## src/chain_code_area_winding_macros.svh

```systemverilog
// Assertion macros used by the chain-code area and winding number block.
`ifndef CHAIN_CODE_AREA_WINDING_MACROS_SVH
`define CHAIN_CODE_AREA_WINDING_MACROS_SVH

// Same-cycle implication, checked at every rising edge outside reset.
`define CCAW_ASSERT_IMP(name, clk, rst_n, ante, cons, msg) \
  name: assert property (@(posedge clk) disable iff (!rst_n) (ante) |-> (cons)) \
    else $error(msg);

// Next-cycle implication, checked at every rising edge outside reset.
`define CCAW_ASSERT_NXT(name, clk, rst_n, ante, cons, msg) \
  name: assert property (@(posedge clk) disable iff (!rst_n) (ante) |=> (cons)) \
    else $error(msg);

`endif

```

## src/ccaw_pkg.sv

```systemverilog
// Types, constants and helpers of the chain-code area and winding number block.
package ccaw_pkg;

  localparam int COORD_BITS = 16;
  localparam int CFG_W      = 16;
  localparam int CFG_IDX_W  = 2;
  localparam int AREA_W     = 32;
  localparam int WIND_W     = 16;
  localparam int STEP_CNT_W = 15;
  localparam int DIFF_W     = ((COORD_BITS > CFG_W) ? COORD_BITS : CFG_W) + 1;

  localparam logic [STEP_CNT_W-1:0] STEP_CNT_MAX = {STEP_CNT_W{1'b1}};

  typedef enum logic [1:0] {
    DIR_POS_X = 2'd0,
    DIR_POS_Y = 2'd1,
    DIR_NEG_X = 2'd2,
    DIR_NEG_Y = 2'd3
  } dir_e;

  typedef enum logic [CFG_IDX_W-1:0] {
    CFG_START_X = 2'd0,
    CFG_START_Y = 2'd1,
    CFG_QUERY_X = 2'd2,
    CFG_QUERY_Y = 2'd3
  } cfg_idx_e;

  typedef struct packed {
    logic [1:0] step_direction;
    logic       last_step;
  } in_word_t;

  typedef struct packed {
    logic signed [AREA_W-1:0] signed_area;
    logic signed [WIND_W-1:0] winding_number;
    logic                     on_outline;
    logic [STEP_CNT_W-1:0]    step_count;
  } out_word_t;

  typedef struct packed {
    logic signed [CFG_W-1:0] start_x;
    logic signed [CFG_W-1:0] start_y;
    logic signed [CFG_W-1:0] query_x;
    logic signed [CFG_W-1:0] query_y;
  } cfg_t;

  typedef struct packed {
    logic signed [COORD_BITS-1:0] pos_x;
    logic signed [COORD_BITS-1:0] pos_y;
    logic        [AREA_W-1:0]     area_sum;
    logic        [WIND_W-1:0]     crossing_count;
    logic                         touch_flag;
    logic        [STEP_CNT_W-1:0] steps_seen;
  } trace_state_t;

  // Sign-extends a start register and wraps it into the coordinate width.
  function automatic logic signed [COORD_BITS-1:0] to_coord(input logic signed [CFG_W-1:0] v);
    logic signed [2*COORD_BITS+CFG_W-1:0] wide;
    wide = (2*COORD_BITS+CFG_W)'(v);
    return wide[COORD_BITS-1:0];
  endfunction

endpackage

```

## src/chain_code_area_winding.sv

```systemverilog
// Top level of the chain-code outline area and winding number block.
//
// Steps of a closed four-direction chain-code outline arrive on the input
// channel, one word per step, each carrying a direction and a last-step mark.
// The block tracks the current position, sums the signed area and counts
// crossings of the ray to the right of the query point. The final step of an
// outline produces one result word on the output channel (area, winding
// number, on-outline flag and step count); other steps produce none.
// The four configuration registers (start point and query point) are written
// through the configuration channel, which is always ready. The user must
// write them only while idle; the block itself does not enforce this.
// A final step is held in the input register, then its result is written into
// the result register. Throughput is one step per cycle while no final step
// waits; the input register feeds a single combinational update into the
// state and result registers.
// When the receiver stalls, the result register holds its word; further
// ordinary steps keep flowing, and only a following final step waits in the
// input register until the result has been taken.
// Reset clears the configuration to zero, empties both registers and restarts
// the outline accumulators.
`include "chain_code_area_winding_macros.svh"

module chain_code_area_winding (
  input  logic                           clk_i,
  input  logic                           rst_ni,
  input  logic                           in_valid_i,
  output logic                           in_ready_o,
  input  ccaw_pkg::in_word_t             in_data_i,
  output logic                           out_valid_o,
  input  logic                           out_ready_i,
  output ccaw_pkg::out_word_t            out_data_o,
  input  logic                           cfg_valid_i,
  output logic                           cfg_ready_o,
  input  logic [ccaw_pkg::CFG_IDX_W-1:0] cfg_index_i,
  input  logic [ccaw_pkg::CFG_W-1:0]     cfg_data_i
);
  import ccaw_pkg::*;

  cfg_t         cfg_q;
  trace_state_t state_q, state_d;
  in_word_t     in_word_q;
  logic         in_valid_q;
  out_word_t    out_word_q, result;
  logic         out_valid_q;
  logic         out_free, step_fire;

  // Configuration words are always taken; they must only be sent while idle (not enforced).
  assign cfg_ready_o = 1'b1;

  always_ff @(posedge clk_i or negedge rst_ni) begin
    if (!rst_ni) begin
      cfg_q <= '0;
    end else if (cfg_valid_i) begin
      unique case (cfg_idx_e'(cfg_index_i))
        CFG_START_X: cfg_q.start_x <= cfg_data_i;
        CFG_START_Y: cfg_q.start_y <= cfg_data_i;
        CFG_QUERY_X: cfg_q.query_x <= cfg_data_i;
        CFG_QUERY_Y: cfg_q.query_y <= cfg_data_i;
        default:     cfg_q         <= cfg_q;
      endcase
    end
  end

  // The result register is free when empty or when its word leaves this cycle.
  assign out_free = !out_valid_q || out_ready_i;

  // A registered step is processed unless it is a final step facing a full
  // result register.
  assign step_fire  = in_valid_q && (!in_word_q.last_step || out_free);
  assign in_ready_o = !in_valid_q || step_fire;

  always_ff @(posedge clk_i or negedge rst_ni) begin
    if (!rst_ni) begin
      in_valid_q <= 1'b0;
    end else if (in_valid_i && in_ready_o) begin
      in_valid_q <= 1'b1;
    end else if (step_fire) begin
      in_valid_q <= 1'b0;
    end
  end

  always_ff @(posedge clk_i) begin
    if (in_valid_i && in_ready_o) begin
      in_word_q <= in_data_i;
    end
  end

  ccaw_update u_update (
    .state_i  (state_q),
    .word_i   (in_word_q),
    .cfg_i    (cfg_q),
    .state_o  (state_d),
    .result_o (result)
  );

  always_ff @(posedge clk_i or negedge rst_ni) begin
    if (!rst_ni) begin
      state_q <= '0;
    end else if (step_fire) begin
      state_q <= state_d;
    end
  end

  always_ff @(posedge clk_i or negedge rst_ni) begin
    if (!rst_ni) begin
      out_valid_q <= 1'b0;
    end else if (step_fire && in_word_q.last_step) begin
      out_valid_q <= 1'b1;
    end else if (out_ready_i) begin
      out_valid_q <= 1'b0;
    end
  end

  always_ff @(posedge clk_i) begin
    if (step_fire && in_word_q.last_step) begin
      out_word_q <= result;
    end
  end

  assign out_valid_o = out_valid_q;
  assign out_data_o  = out_word_q;

  // A final step never overwrites a result that has not been taken.
  `CCAW_ASSERT_IMP(a_no_overwrite, clk_i, rst_ni,
                   step_fire && in_word_q.last_step && out_valid_q, out_ready_i,
                   "final step overwrote a pending result")

  // The accumulators restart once a final step has been processed.
  `CCAW_ASSERT_NXT(a_restart, clk_i, rst_ni, step_fire && in_word_q.last_step,
                   state_q.steps_seen == '0 && !state_q.touch_flag,
                   "accumulators did not restart after a final step")

  // A touching query point reports a zero winding number.
  `CCAW_ASSERT_IMP(a_touch_wind, clk_i, rst_ni, out_valid_o && out_data_o.on_outline,
                   out_data_o.winding_number == '0,
                   "winding number not zero on the outline")

  // Every reported outline has at least its final step.
  `CCAW_ASSERT_IMP(a_count_nonzero, clk_i, rst_ni, out_valid_o,
                   out_data_o.step_count != '0,
                   "result reported with a zero step count")

endmodule

```

## src/ccaw_update.sv

```systemverilog
// Combinational per-step update of position, area, crossing count and step count.
module ccaw_update (
  input  ccaw_pkg::trace_state_t state_i,
  input  ccaw_pkg::in_word_t     word_i,
  input  ccaw_pkg::cfg_t         cfg_i,
  output ccaw_pkg::trace_state_t state_o,
  output ccaw_pkg::out_word_t    result_o
);
  import ccaw_pkg::*;

  logic signed [COORD_BITS-1:0] pos_x, pos_y;
  logic signed [DIFF_W-1:0]     vec_x, vec_y;
  logic        [AREA_W-1:0]     pos_y_ext;
  logic        [AREA_W-1:0]     area_d;
  logic        [WIND_W-1:0]     cross_d;
  logic                         touch_d;
  logic        [STEP_CNT_W-1:0] steps_d;
  logic signed [COORD_BITS-1:0] next_x, next_y;
  logic                         vec_x_pos, vec_x_zero;
  logic                         up_cross, down_cross;
  dir_e                         dir;

  assign dir = dir_e'(word_i.step_direction);

  // The first step of an outline starts from the start registers.
  assign pos_x = (state_i.steps_seen == '0) ? to_coord(cfg_i.start_x) : state_i.pos_x;
  assign pos_y = (state_i.steps_seen == '0) ? to_coord(cfg_i.start_y) : state_i.pos_y;

  assign vec_x = DIFF_W'(pos_x) - DIFF_W'(cfg_i.query_x);
  assign vec_y = DIFF_W'(pos_y) - DIFF_W'(cfg_i.query_y);

  assign vec_x_zero = (vec_x == '0);
  assign vec_x_pos  = !vec_x[DIFF_W-1] && !vec_x_zero;

  // An upward step leaving the query row, or a downward step arriving on it.
  assign up_cross   = (dir == DIR_POS_Y) && (vec_y == '0);
  assign down_cross = (dir == DIR_NEG_Y) && (vec_y == DIFF_W'(1));

  assign pos_y_ext = AREA_W'(pos_y);

  always_comb begin
    area_d = state_i.area_sum;
    next_x = pos_x;
    next_y = pos_y;
    unique case (dir)
      DIR_POS_X: begin
        area_d = state_i.area_sum + pos_y_ext;
        next_x = pos_x + COORD_BITS'(1);
      end
      DIR_POS_Y: begin
        next_y = pos_y + COORD_BITS'(1);
      end
      DIR_NEG_X: begin
        area_d = state_i.area_sum - pos_y_ext;
        next_x = pos_x - COORD_BITS'(1);
      end
      DIR_NEG_Y: begin
        next_y = pos_y - COORD_BITS'(1);
      end
      default: begin
        area_d = state_i.area_sum;
      end
    endcase
  end

  always_comb begin
    cross_d = state_i.crossing_count;
    touch_d = state_i.touch_flag;
    if (!state_i.touch_flag && (up_cross || down_cross)) begin
      if (vec_x_pos) begin
        cross_d = up_cross ? state_i.crossing_count + WIND_W'(1)
                           : state_i.crossing_count - WIND_W'(1);
      end else if (vec_x_zero) begin
        touch_d = 1'b1;
      end
    end
  end

  assign steps_d = (state_i.steps_seen == STEP_CNT_MAX) ? state_i.steps_seen
                                                          : state_i.steps_seen + STEP_CNT_W'(1);

  always_comb begin
    result_o.signed_area    = area_d;
    result_o.winding_number = touch_d ? '0 : cross_d;
    result_o.on_outline     = touch_d;
    result_o.step_count     = steps_d;
  end

  // After the final step everything restarts; the position reloads on the next step.
  always_comb begin
    state_o.pos_x = next_x;
    state_o.pos_y = next_y;
    if (word_i.last_step) begin
      state_o.area_sum       = '0;
      state_o.crossing_count = '0;
      state_o.touch_flag     = 1'b0;
      state_o.steps_seen     = '0;
    end else begin
      state_o.area_sum       = area_d;
      state_o.crossing_count = cross_d;
      state_o.touch_flag     = touch_d;
      state_o.steps_seen     = steps_d;
    end
  end

endmodule

```

## config.mk

```make
export PLATFORM = sky130hd
export DESIGN_NAME = chain_code_area_winding
export DESIGN_NICKNAME = d
export VERILOG_FILES = /design/src/ccaw_pkg.sv /design/src/chain_code_area_winding.sv /design/src/ccaw_update.sv
export VERILOG_INCLUDE_DIRS = /design/src /design/src/src
export SDC_FILE = /design/constraint.sdc
export NUM_CORES = 1
export LEC_CHECK = 0
export BUFFER_PORTS_ARGS = -buffer_cell sky130_fd_sc_hd__buf_4
export CORE_MARGIN = 10
export CORE_UTILIZATION = 40
export DETAILED_ROUTE_END_ITERATION = 16
export HOLD_SLACK_MARGIN = 0.12
export MAX_ROUTING_LAYER = met4
export PLACE_DENSITY = 0.58
export SLEW_MARGIN = 30
export SYNTH_ARGS = -nofsm -noshare
export SYNTH_HDL_FRONTEND = slang
export SYNTH_HIERARCHICAL = 1
export SYNTH_SLANG_ARGS = --single-unit
```

## constraint.sdc

```tcl
create_clock -name clk_i -period 6.7 [get_ports clk_i]
set_input_delay 1.005 -clock clk_i [delete_from_list [all_inputs] [get_ports clk_i]]
set_output_delay 1.005 -clock clk_i [all_outputs]
set_load 0.02 [all_outputs]
```

After elaboration in Yosys (flattened, before gate mapping)
Cells that the tools add are included.
{ "word_totals": {"reg_bits": 229, "in_bits": 26, "out_inout_bits": 67} }
{ "op_classes": {"n_addsub": 11, "n_eq_ne": 8, "n_mux": 17, "n_reduce_logical": 28} }
{ "op_table": {"columns": ["cell", "n"], "rows": [
  ["16-bit two-way mux", 5],
  ["64-bit two-way mux", 1],
  ["16-bit case mux with 2 select lines", 2],
  ["32-bit case mux with 2 select lines", 1],
  ["17-bit logical NOT", 2],
  ["16-bit by 16-bit subtractor with 17-bit output", 2],
  ["16-bit by 2-bit adder with 16-bit output (second input constant)", 2],
  ["32-bit adder", 1],
  ["16-bit by 2-bit subtractor with 16-bit output (second input constant)", 2],
  ["32-bit subtractor", 1],
  ["17-bit by 2-bit equality test with 1-bit output (second input constant)", 1],
  ["16-bit by 1-bit adder with 16-bit output (second input constant)", 1],
  ["16-bit by 1-bit subtractor with 16-bit output (second input constant)", 1],
  ["15-bit by 1-bit adder with 15-bit output (second input constant)", 1],
  ["15-bit equality test (second input constant)", 1],
  ["15-bit logical NOT", 1],
  ["15-bit two-way mux", 1],
  ["2-bit equality test (second input constant)", 4],
  ["2-bit AND reduction", 4],
  ["1-bit logical AND", 7],
  ["1-bit two-way mux", 7],
  ["1-bit logical NOT", 6],
  ["2-bit by 1-bit equality test with 1-bit output (second input constant)", 2],
  ["2-bit logical NOT", 2],
  ["other kinds (2)", 6]
]} }

Logic depth before layout (Yosys ltp)
Gate-level depths: netlist of run 1.
{ "logic_depth": {"depth_word": 9, "depth_mapped": 33, "ltp_nobuf": 29} }

Hierarchy
The synthesis of run 1 kept the hierarchy.
{ "by_module_without_submodules": {"columns": ["module", "instances", "cells_each", "area_per_inst_um2", "seq_area_each_um2"], "rows": [
  ["chain_code_area_winding", 1, 760, 9815.7, 6065.8],
  ["ccaw_update", 1, 1206, 8012.7, 0.0]
]} }

Least setup slack after synthesis of run 1
Ideal clock, no wire load.
{ "synth_path": {"kind": "register to register", "startpoint": "register state_q[0] in the netlist's numbering", "endpoint": "register state_q[31] in the netlist's numbering", "setup_time_ps": 87, "arrival_time_ps": 7065, "required_ps": 6613, "slack_ps": -451, "path_stages_with_launch": 33, "path_buffers": 5, "synth_period_minus_slack_ps": 7151, "path_cell_list": "dfrtp_1 -> inv_1 -> ha_1 -> nor2b_1 -> nand4_1 -> buf_2 -> buf_2 -> buf_1 -> clkbuf_1 -> mux2i_1 -> inv_1 -> ha_1 -> buf_2 -> a21oi_1 -> a21oi_1 -> o41ai_2 -> xnor2_1 -> nand4_2 -> nor4_4 -> inv_1 -> ha_1 -> a21o_1 -> a21oi_1 -> nor2b_1 -> o21ai_1 -> a21boi_1 -> a221o_1 -> o41ai_2 -> xnor2_1 -> or4_4 -> a21oi_1 -> nand2_1 -> o211ai_1"} }
{ "synth_rtl": {"columns": ["item", "line_no", "rtl"], "rows": [
  ["from (decl)", "chain_code_area_winding.sv:40", "trace_state_t state_q, state_d;"],
  ["from (signal assigned)", "chain_code_area_winding.sv:100", "state_q <= state_d;"]
]} }

==> results of run 1 <==
[worst paths after layout]
kind                                           end              startpoint  cells after the start  slack (ns)
setup / recovery           state_q[31]$_DFFE_PN0P_  state_q[1]$_DFFE_PN0P_                     29        0.35
hold / removal               cfg_q[24]$_DFFE_PN0P_   cfg_q[24]$_DFFE_PN0P_                      1        0.50
setup reg to reg           state_q[31]$_DFFE_PN0P_  state_q[1]$_DFFE_PN0P_                     29        0.35
hold reg to reg              cfg_q[24]$_DFFE_PN0P_   cfg_q[24]$_DFFE_PN0P_                      1        0.50
max in group asynchronous    cfg_q[51]$_DFFE_PN0P_                  rst_ni                      2        4.85
min in group asynchronous  state_q[47]$_DFFE_PN0P_                  rst_ni                      1        0.51
[Yosys cell counts, types with 22 or more instances]
library cell    n  area, sq um
nand2_1       196          736
dfrtp_1       162         4050
nor2_1        140          526
a21oi_1       122          611
nand2b_1      117          732
ha_1          109         1360
o211ai_1       99          743
nand4b_1       98          858
inv_1          92          345
mux2_2         89         1000
clkbuf_1       71          267
edfxtp_1       67         2010
o21ai_0        67          335
xnor2_1        58          508
and2_1         43          269
mux2i_1        36          360
xor2_1         35          307
a21o_1         33          248
nand3_1        26          130
nor2b_1        23          144
nor3_1         23          115
o21a_1         22          165
[logic make-up (layout without fill, tap and decap cells)]
group | count (synthesis) | count (layout)
AOI/OAI and AO/OA | 466 | 466
muxes | 126 | 126
other | 1 | 1
and+or+nand+nor | 731 | 731
buffers and inverters | 205 | 327
adders and majority gates | 115 | 115
DFF | 229 | 229
xor gates and xnor gates | 93 | 93
[state kept, by name, summed over array words and instances, names as in the netlist]
signal / flops
out_data_o: 64
cfg_q: 64
out_valid_o: 1
in_valid_q: 1
state_q: 96
in_word_q: 3
[power by group through the flow]
stage | registers [mW] | logic (mW) | clock network, mW
after detailed placement | 2.10 | 5.26 | 0
after global placement | 2.09 | 5.20 | 0
final | 2.08 | 5.54 | 1.68
after global routing | 2.12 | 6.14 | 1.78
after floorplan | 2.08 | 3.88 | 0
after CTS | 2.08 | 5.30 | 1.72
[layer usage]
metal	routed length, microns	vias up
met5	0	-
met4	953	0
met3	2090	61
met1	24600	7447
li1	-	7341
met2	23900	330
[timing repair]
| action | CTS | global route |
|---|---|---|
| pin swaps | 1 | 15 |
| buffers inserted | 0 | 7 |
| gates cloned | 0 | 2 |
| endpoints found under the setup margin | 1 | 24 |
| gates resized for setup | 0 | 42 |
[metrics by stage]
stage / TNS (ns) / instances / hold WS, ns / power [mW]
floorplan: 0 / 1966 / 0.475 / 5.96
global placement: 0 / 2614 / 0.486 / 7.28
detailed placement: 0 / 2615 / 0.493 / 7.37
CTS: 0 / 2670 / 0.506 / 9.10
global route: -0.108 / 2680 / 0.512 / 10.0
finish: 0 / 2680 / 0.502 / 9.30
[area by class of cell]
class / instances / area [sq um] / share of cell area
sequential: 229 / 6070 / 0.293
clock inverter: 18 / 204 / 0.00984
clock buffer: 37 / 828 / 0.0400
tap: 592 / 741 / 0.0357
inverter: 93 / 357 / 0.0172
multi-input combinational: 1532 / 11100 / 0.534
timing repair buffer: 179 / 1450 / 0.0700
==> impl_metrics.tcl, run 1 <==
set metrics [dict create \
    setup_violations 0 \
    syn_nets 2107 \
    syn_area_per_cell_sq_um 9.07 \
    rsz0062_at_grt "yes" \
    dp_hpwl_microns 34800 \
    p_per_area_nw_per_um2 449 \
    drc_errors 0 \
    via_per_inst 5.66 \
    hold_viol 0 \
    yosys.area_share.simple 0.226 \
    die_w_microns 231 \
    path_class "register to register" \
    internal_power_mw 5.28 \
    synthXorXnorAreaFrac 0.0457 \
    clkSlewWorstSetupHoldPaths_ns 0.06 \
    cts_tree "yes" \
    grt_use_total 0.191 \
    initial_utilization 0.404 \
    overflow 0 \
    ys_ff_latch 229 \
    numCtsBuffers 30 \
    final_antenna_net_count 0 \
    cp_slowest_cell "or4_4" \
    drt_first_pass_iters 5 \
    max_stage_delay_ns 0.53 \
    synth_edf_count 67 \
    vias 15179 \
    p_seq_frac 0.223 \
    hold_path_class "register to register" \
    fillers 4248 \
    dpl_cell_area_sq_um 19400 \
    crit_required_ns 7.20 \
    endpoint_kind "register" \
    grt_first_pass_wirelength_microns 81800 \
    period_minus_slack_ns 6.35 \
    power_frac_comb 0.595 \
    slew_headroom 0.378 \
    critical_path_buf_inv_count 4 \
    busiest_layer "met2" \
    max-cap-violations 0 \
    coreArea_sq_um 44100 \
    grt_use_met3 0.0216 \
    netSwitchingFraction 0.432 \
    ys.flop_type "dfrtp_1" \
    first_iter_violations 962 \
    io_pins 93 \
    mostFrequentLayoutCells "196 x nand2_1, 169 x buf_4, 160 x dfrtp_1" \
    synthDistinctLibCells 83 \
    wl_per_cell_microns 19.2 \
    worstPathArrival_ns 6.85 \
    final-max-slew-violation-count 0 \
    die_h_microns 231 \
    path_common_cell "nand2_1" \
    async_flop_share 0.707 \
    start_kind "register" \
    grt_max_degree 132 \
    p_clk_frac 0.181 \
    period_share 0.948 \
    fmax_ghz 0.157 \
    num_rows 77 \
    gp_congestion 0.882 \
    portBuffers 91 \
    clock_sinks 229 \
    tightest_slew_ns 0.921 \
    wl_microns 51500 \
    p_leak_nw 8.80 \
    holdBufCountCts 0 \
    peakVddDrop_uv 244 \
    grt_pass1_vias 14934 \
    p_switching_mw 4.02 \
    synth.yosys.seq_area_share 0.340 \
    antenna_found_initial 0 \
    htreeDepth 1 \
    clk_path_buf_depth 3 \
    critPathTopFamily "compound AO/OA/AOI/OAI gates" \
    mappedNetlistArea_sq_um 17800 \
    timing.final.ws_setup_ns 0.347 \
    outcome "complete, no violations" \
    final_layout_size_suffix_gt1_frac 0.191 \
    muxShareOfSynthArea 0.0772 \
    syn_inst 1966 \
    num_antenna_cells 0 \
    final_common_cell "nand2_1" \
    dieArea_sq_um 53400 \
    clk_latency_ns 0.59 \
    synth_top_family_by_area "simple AND/OR/NAND/NOR gates" \
    final_nets 2206 \
    crit_path_max_fanout 12 \
    fin_skew_ns 0.0171 \
    pre_cts_ws_ns 0.0570 \
    synth_compound_area_frac 0.177 \
    root_buffer "clkbuf_16" \
    area_delta_synth_final_pct 16.3 \
    final_area_sq_um 20700 \
    grt_use_met1 0.258 \
    synthAdderAreaFrac 0.0832 \
    finish.utilization 0.470 \
    synth_warnings 6 \
    use_met2 0.303 \
]
Note: power is estimated with default switching activity, not from simulation.
==> inputs of run 2 (changes only) <==
- CTS_BUF_LIST: not set -> sky130_fd_sc_hd__clkbuf_16
==> impl_metrics.tcl, run 2 (same netlist as run 1, synthesis figures left out) <==
set metrics [dict create \
    outcome "complete, no violations" \
    vias 15190 \
    portBuffers 91 \
    crit_required_ns 7.20 \
    crit_path_max_fanout 12 \
    dp_hpwl_microns 34800 \
    initial_utilization 0.404 \
    antenna_found_initial 0 \
    grt_pass1_vias 14929 \
    clk_path_buf_depth 3 \
    final_nets 2206 \
    num_antenna_cells 0 \
    mostFrequentLayoutCells "196 x nand2_1, 169 x buf_4, 160 x dfrtp_1" \
    p_leak_nw 8.80 \
    start_kind "register" \
    die_h_microns 231 \
    wl_per_cell_microns 19.3 \
    top_register "state_q" \
    drt_first_pass_iters 7 \
    finish.utilization 0.469 \
    timing.final.ws_setup_ns 0.351 \
    stdcell_count 2680 \
    multi_input_area_sq_um 11100 \
    rsz0062_at_grt "yes" \
    clk_latency_ns 0.58 \
    dieArea_sq_um 53400 \
    placedCellCount 2615 \
    period_share 0.948 \
    endpoint_kind "register" \
    hold_path_class "register to register" \
    peakVddDrop_uv 245 \
    root_buffer "clkbuf_16" \
    first_iter_violations 964 \
    drc_errors 0 \
    max_stage_delay_ns 0.53 \
    largest_reg_flops 96 \
    grt_first_pass_wirelength_microns 81900 \
    cp_slowest_cell "or4_4" \
    worstPathArrival_ns 6.85 \
    path_class "register to register" \
    final_antenna_net_count 0 \
    tightest_slew_ns 0.940 \
    io_pins 93 \
    hold_viol 0 \
    regArea_sq_um 6070 \
    period_minus_slack_ns 6.35 \
    final_common_cell "nand2_1" \
    clkSlewWorstSetupHoldPaths_ns 0.06 \
    overflow 0 \
    grt_use_total 0.191 \
    wl_microns 51600 \
    clock_sinks 229 \
    fmax_ghz 0.157 \
    final-max-slew-violation-count 0 \
    htreeDepth 1 \
    die_w_microns 231 \
    num_rows 77 \
    area_delta_synth_final_pct 16.1 \
    numCtsBuffers 30 \
    final_area_sq_um 20700 \
    via_per_inst 5.67 \
    max-cap-violations 0 \
    slew_headroom 0.366 \
    fin_setup_tns_ns 0 \
    p_per_area_nw_per_um2 447 \
    critical_path_buf_inv_count 4 \
    pre_cts_ws_ns 0.0570 \
    fin_skew_ns 0.0165 \
    path_common_cell "nand2_1" \
    grt_max_degree 132 \
    coreArea_sq_um 44100 \
    gp_congestion 0.882 \
    setup_violations 0 \
    dpl_cell_area_sq_um 19400 \
    critPathTopFamily "compound AO/OA/AOI/OAI gates" \
    final_layout_size_suffix_gt1_frac 0.190 \
    fillers 4251 \
    cts_tree "yes" \
]
run 2: final cells by class:
type | count | share of cell area
multi-input combinational | 1532 | 0.535
inverter | 93 | 0.0172
sequential | 229 | 0.293
clock buffer | 31 | 0.0375
tap | 592 | 0.0358
clock inverter | 24 | 0.0109
timing repair buffer | 179 | 0.0701
run 2: worst paths after layout:
kind	depth (start not counted)	slack, ns	endpoint	startpoint
max	29	0.35	state_q[31]$_DFFE_PN0P_	state_q[1]$_DFFE_PN0P_
min	1	0.50	cfg_q[58]$_DFFE_PN0P_	cfg_q[58]$_DFFE_PN0P_
max reg2reg	29	0.35	state_q[31]$_DFFE_PN0P_	state_q[1]$_DFFE_PN0P_
min reg2reg	1	0.50	cfg_q[58]$_DFFE_PN0P_	cfg_q[58]$_DFFE_PN0P_
max in group asynchronous	2	4.85	cfg_q[51]$_DFFE_PN0P_	rst_ni
min in group asynchronous	1	0.51	state_q[47]$_DFFE_PN0P_	rst_ni
run 2: power breakdown:
group / internal, mW / switching [mW] / total [mW] / leakage (nW)
sequential: 1.82 / 0.261 / 2.08 / 2.68
combinational: 2.44 / 3.10 / 5.53 / 5.62
clock: 0.988 / 0.657 / 1.64 / 0.498
total: 5.24 / 4.02 / 9.26 / 8.80
run 2: what timing repair did:
item / 4_1_cts / 5_1_grt
gates cloned: 0 / 2
pin swaps: 1 / 15
resized for setup: 0 / 42
endpoints found under the setup margin: 1 / 24
hold buffers: 0 / 0
setup buffers: 0 / 7
run 2: routing by layer:
| layer | vias up | track usage | share of wire |
|---|---|---|---|
| li1 | 7340 | - | - |
| met1 | 7477 | 0.259 | 0.48 |
| met2 | 312 | 0.303 | 0.46 |
| met3 | 61 | 0.0216 | 0.039 |
| met4 | 0 | 0.0391 | 0.018 |
| met5 | - | - | 0 |
run 2: stage by stage:
step / power (mW) / hold slack [ns]
finish: 9.26 / 0.502
global route: 9.99 / 0.512
CTS: 9.06 / 0.506
detailed placement: 7.37 / 0.493
global placement: 7.28 / 0.486
floorplan: 5.96 / 0.475
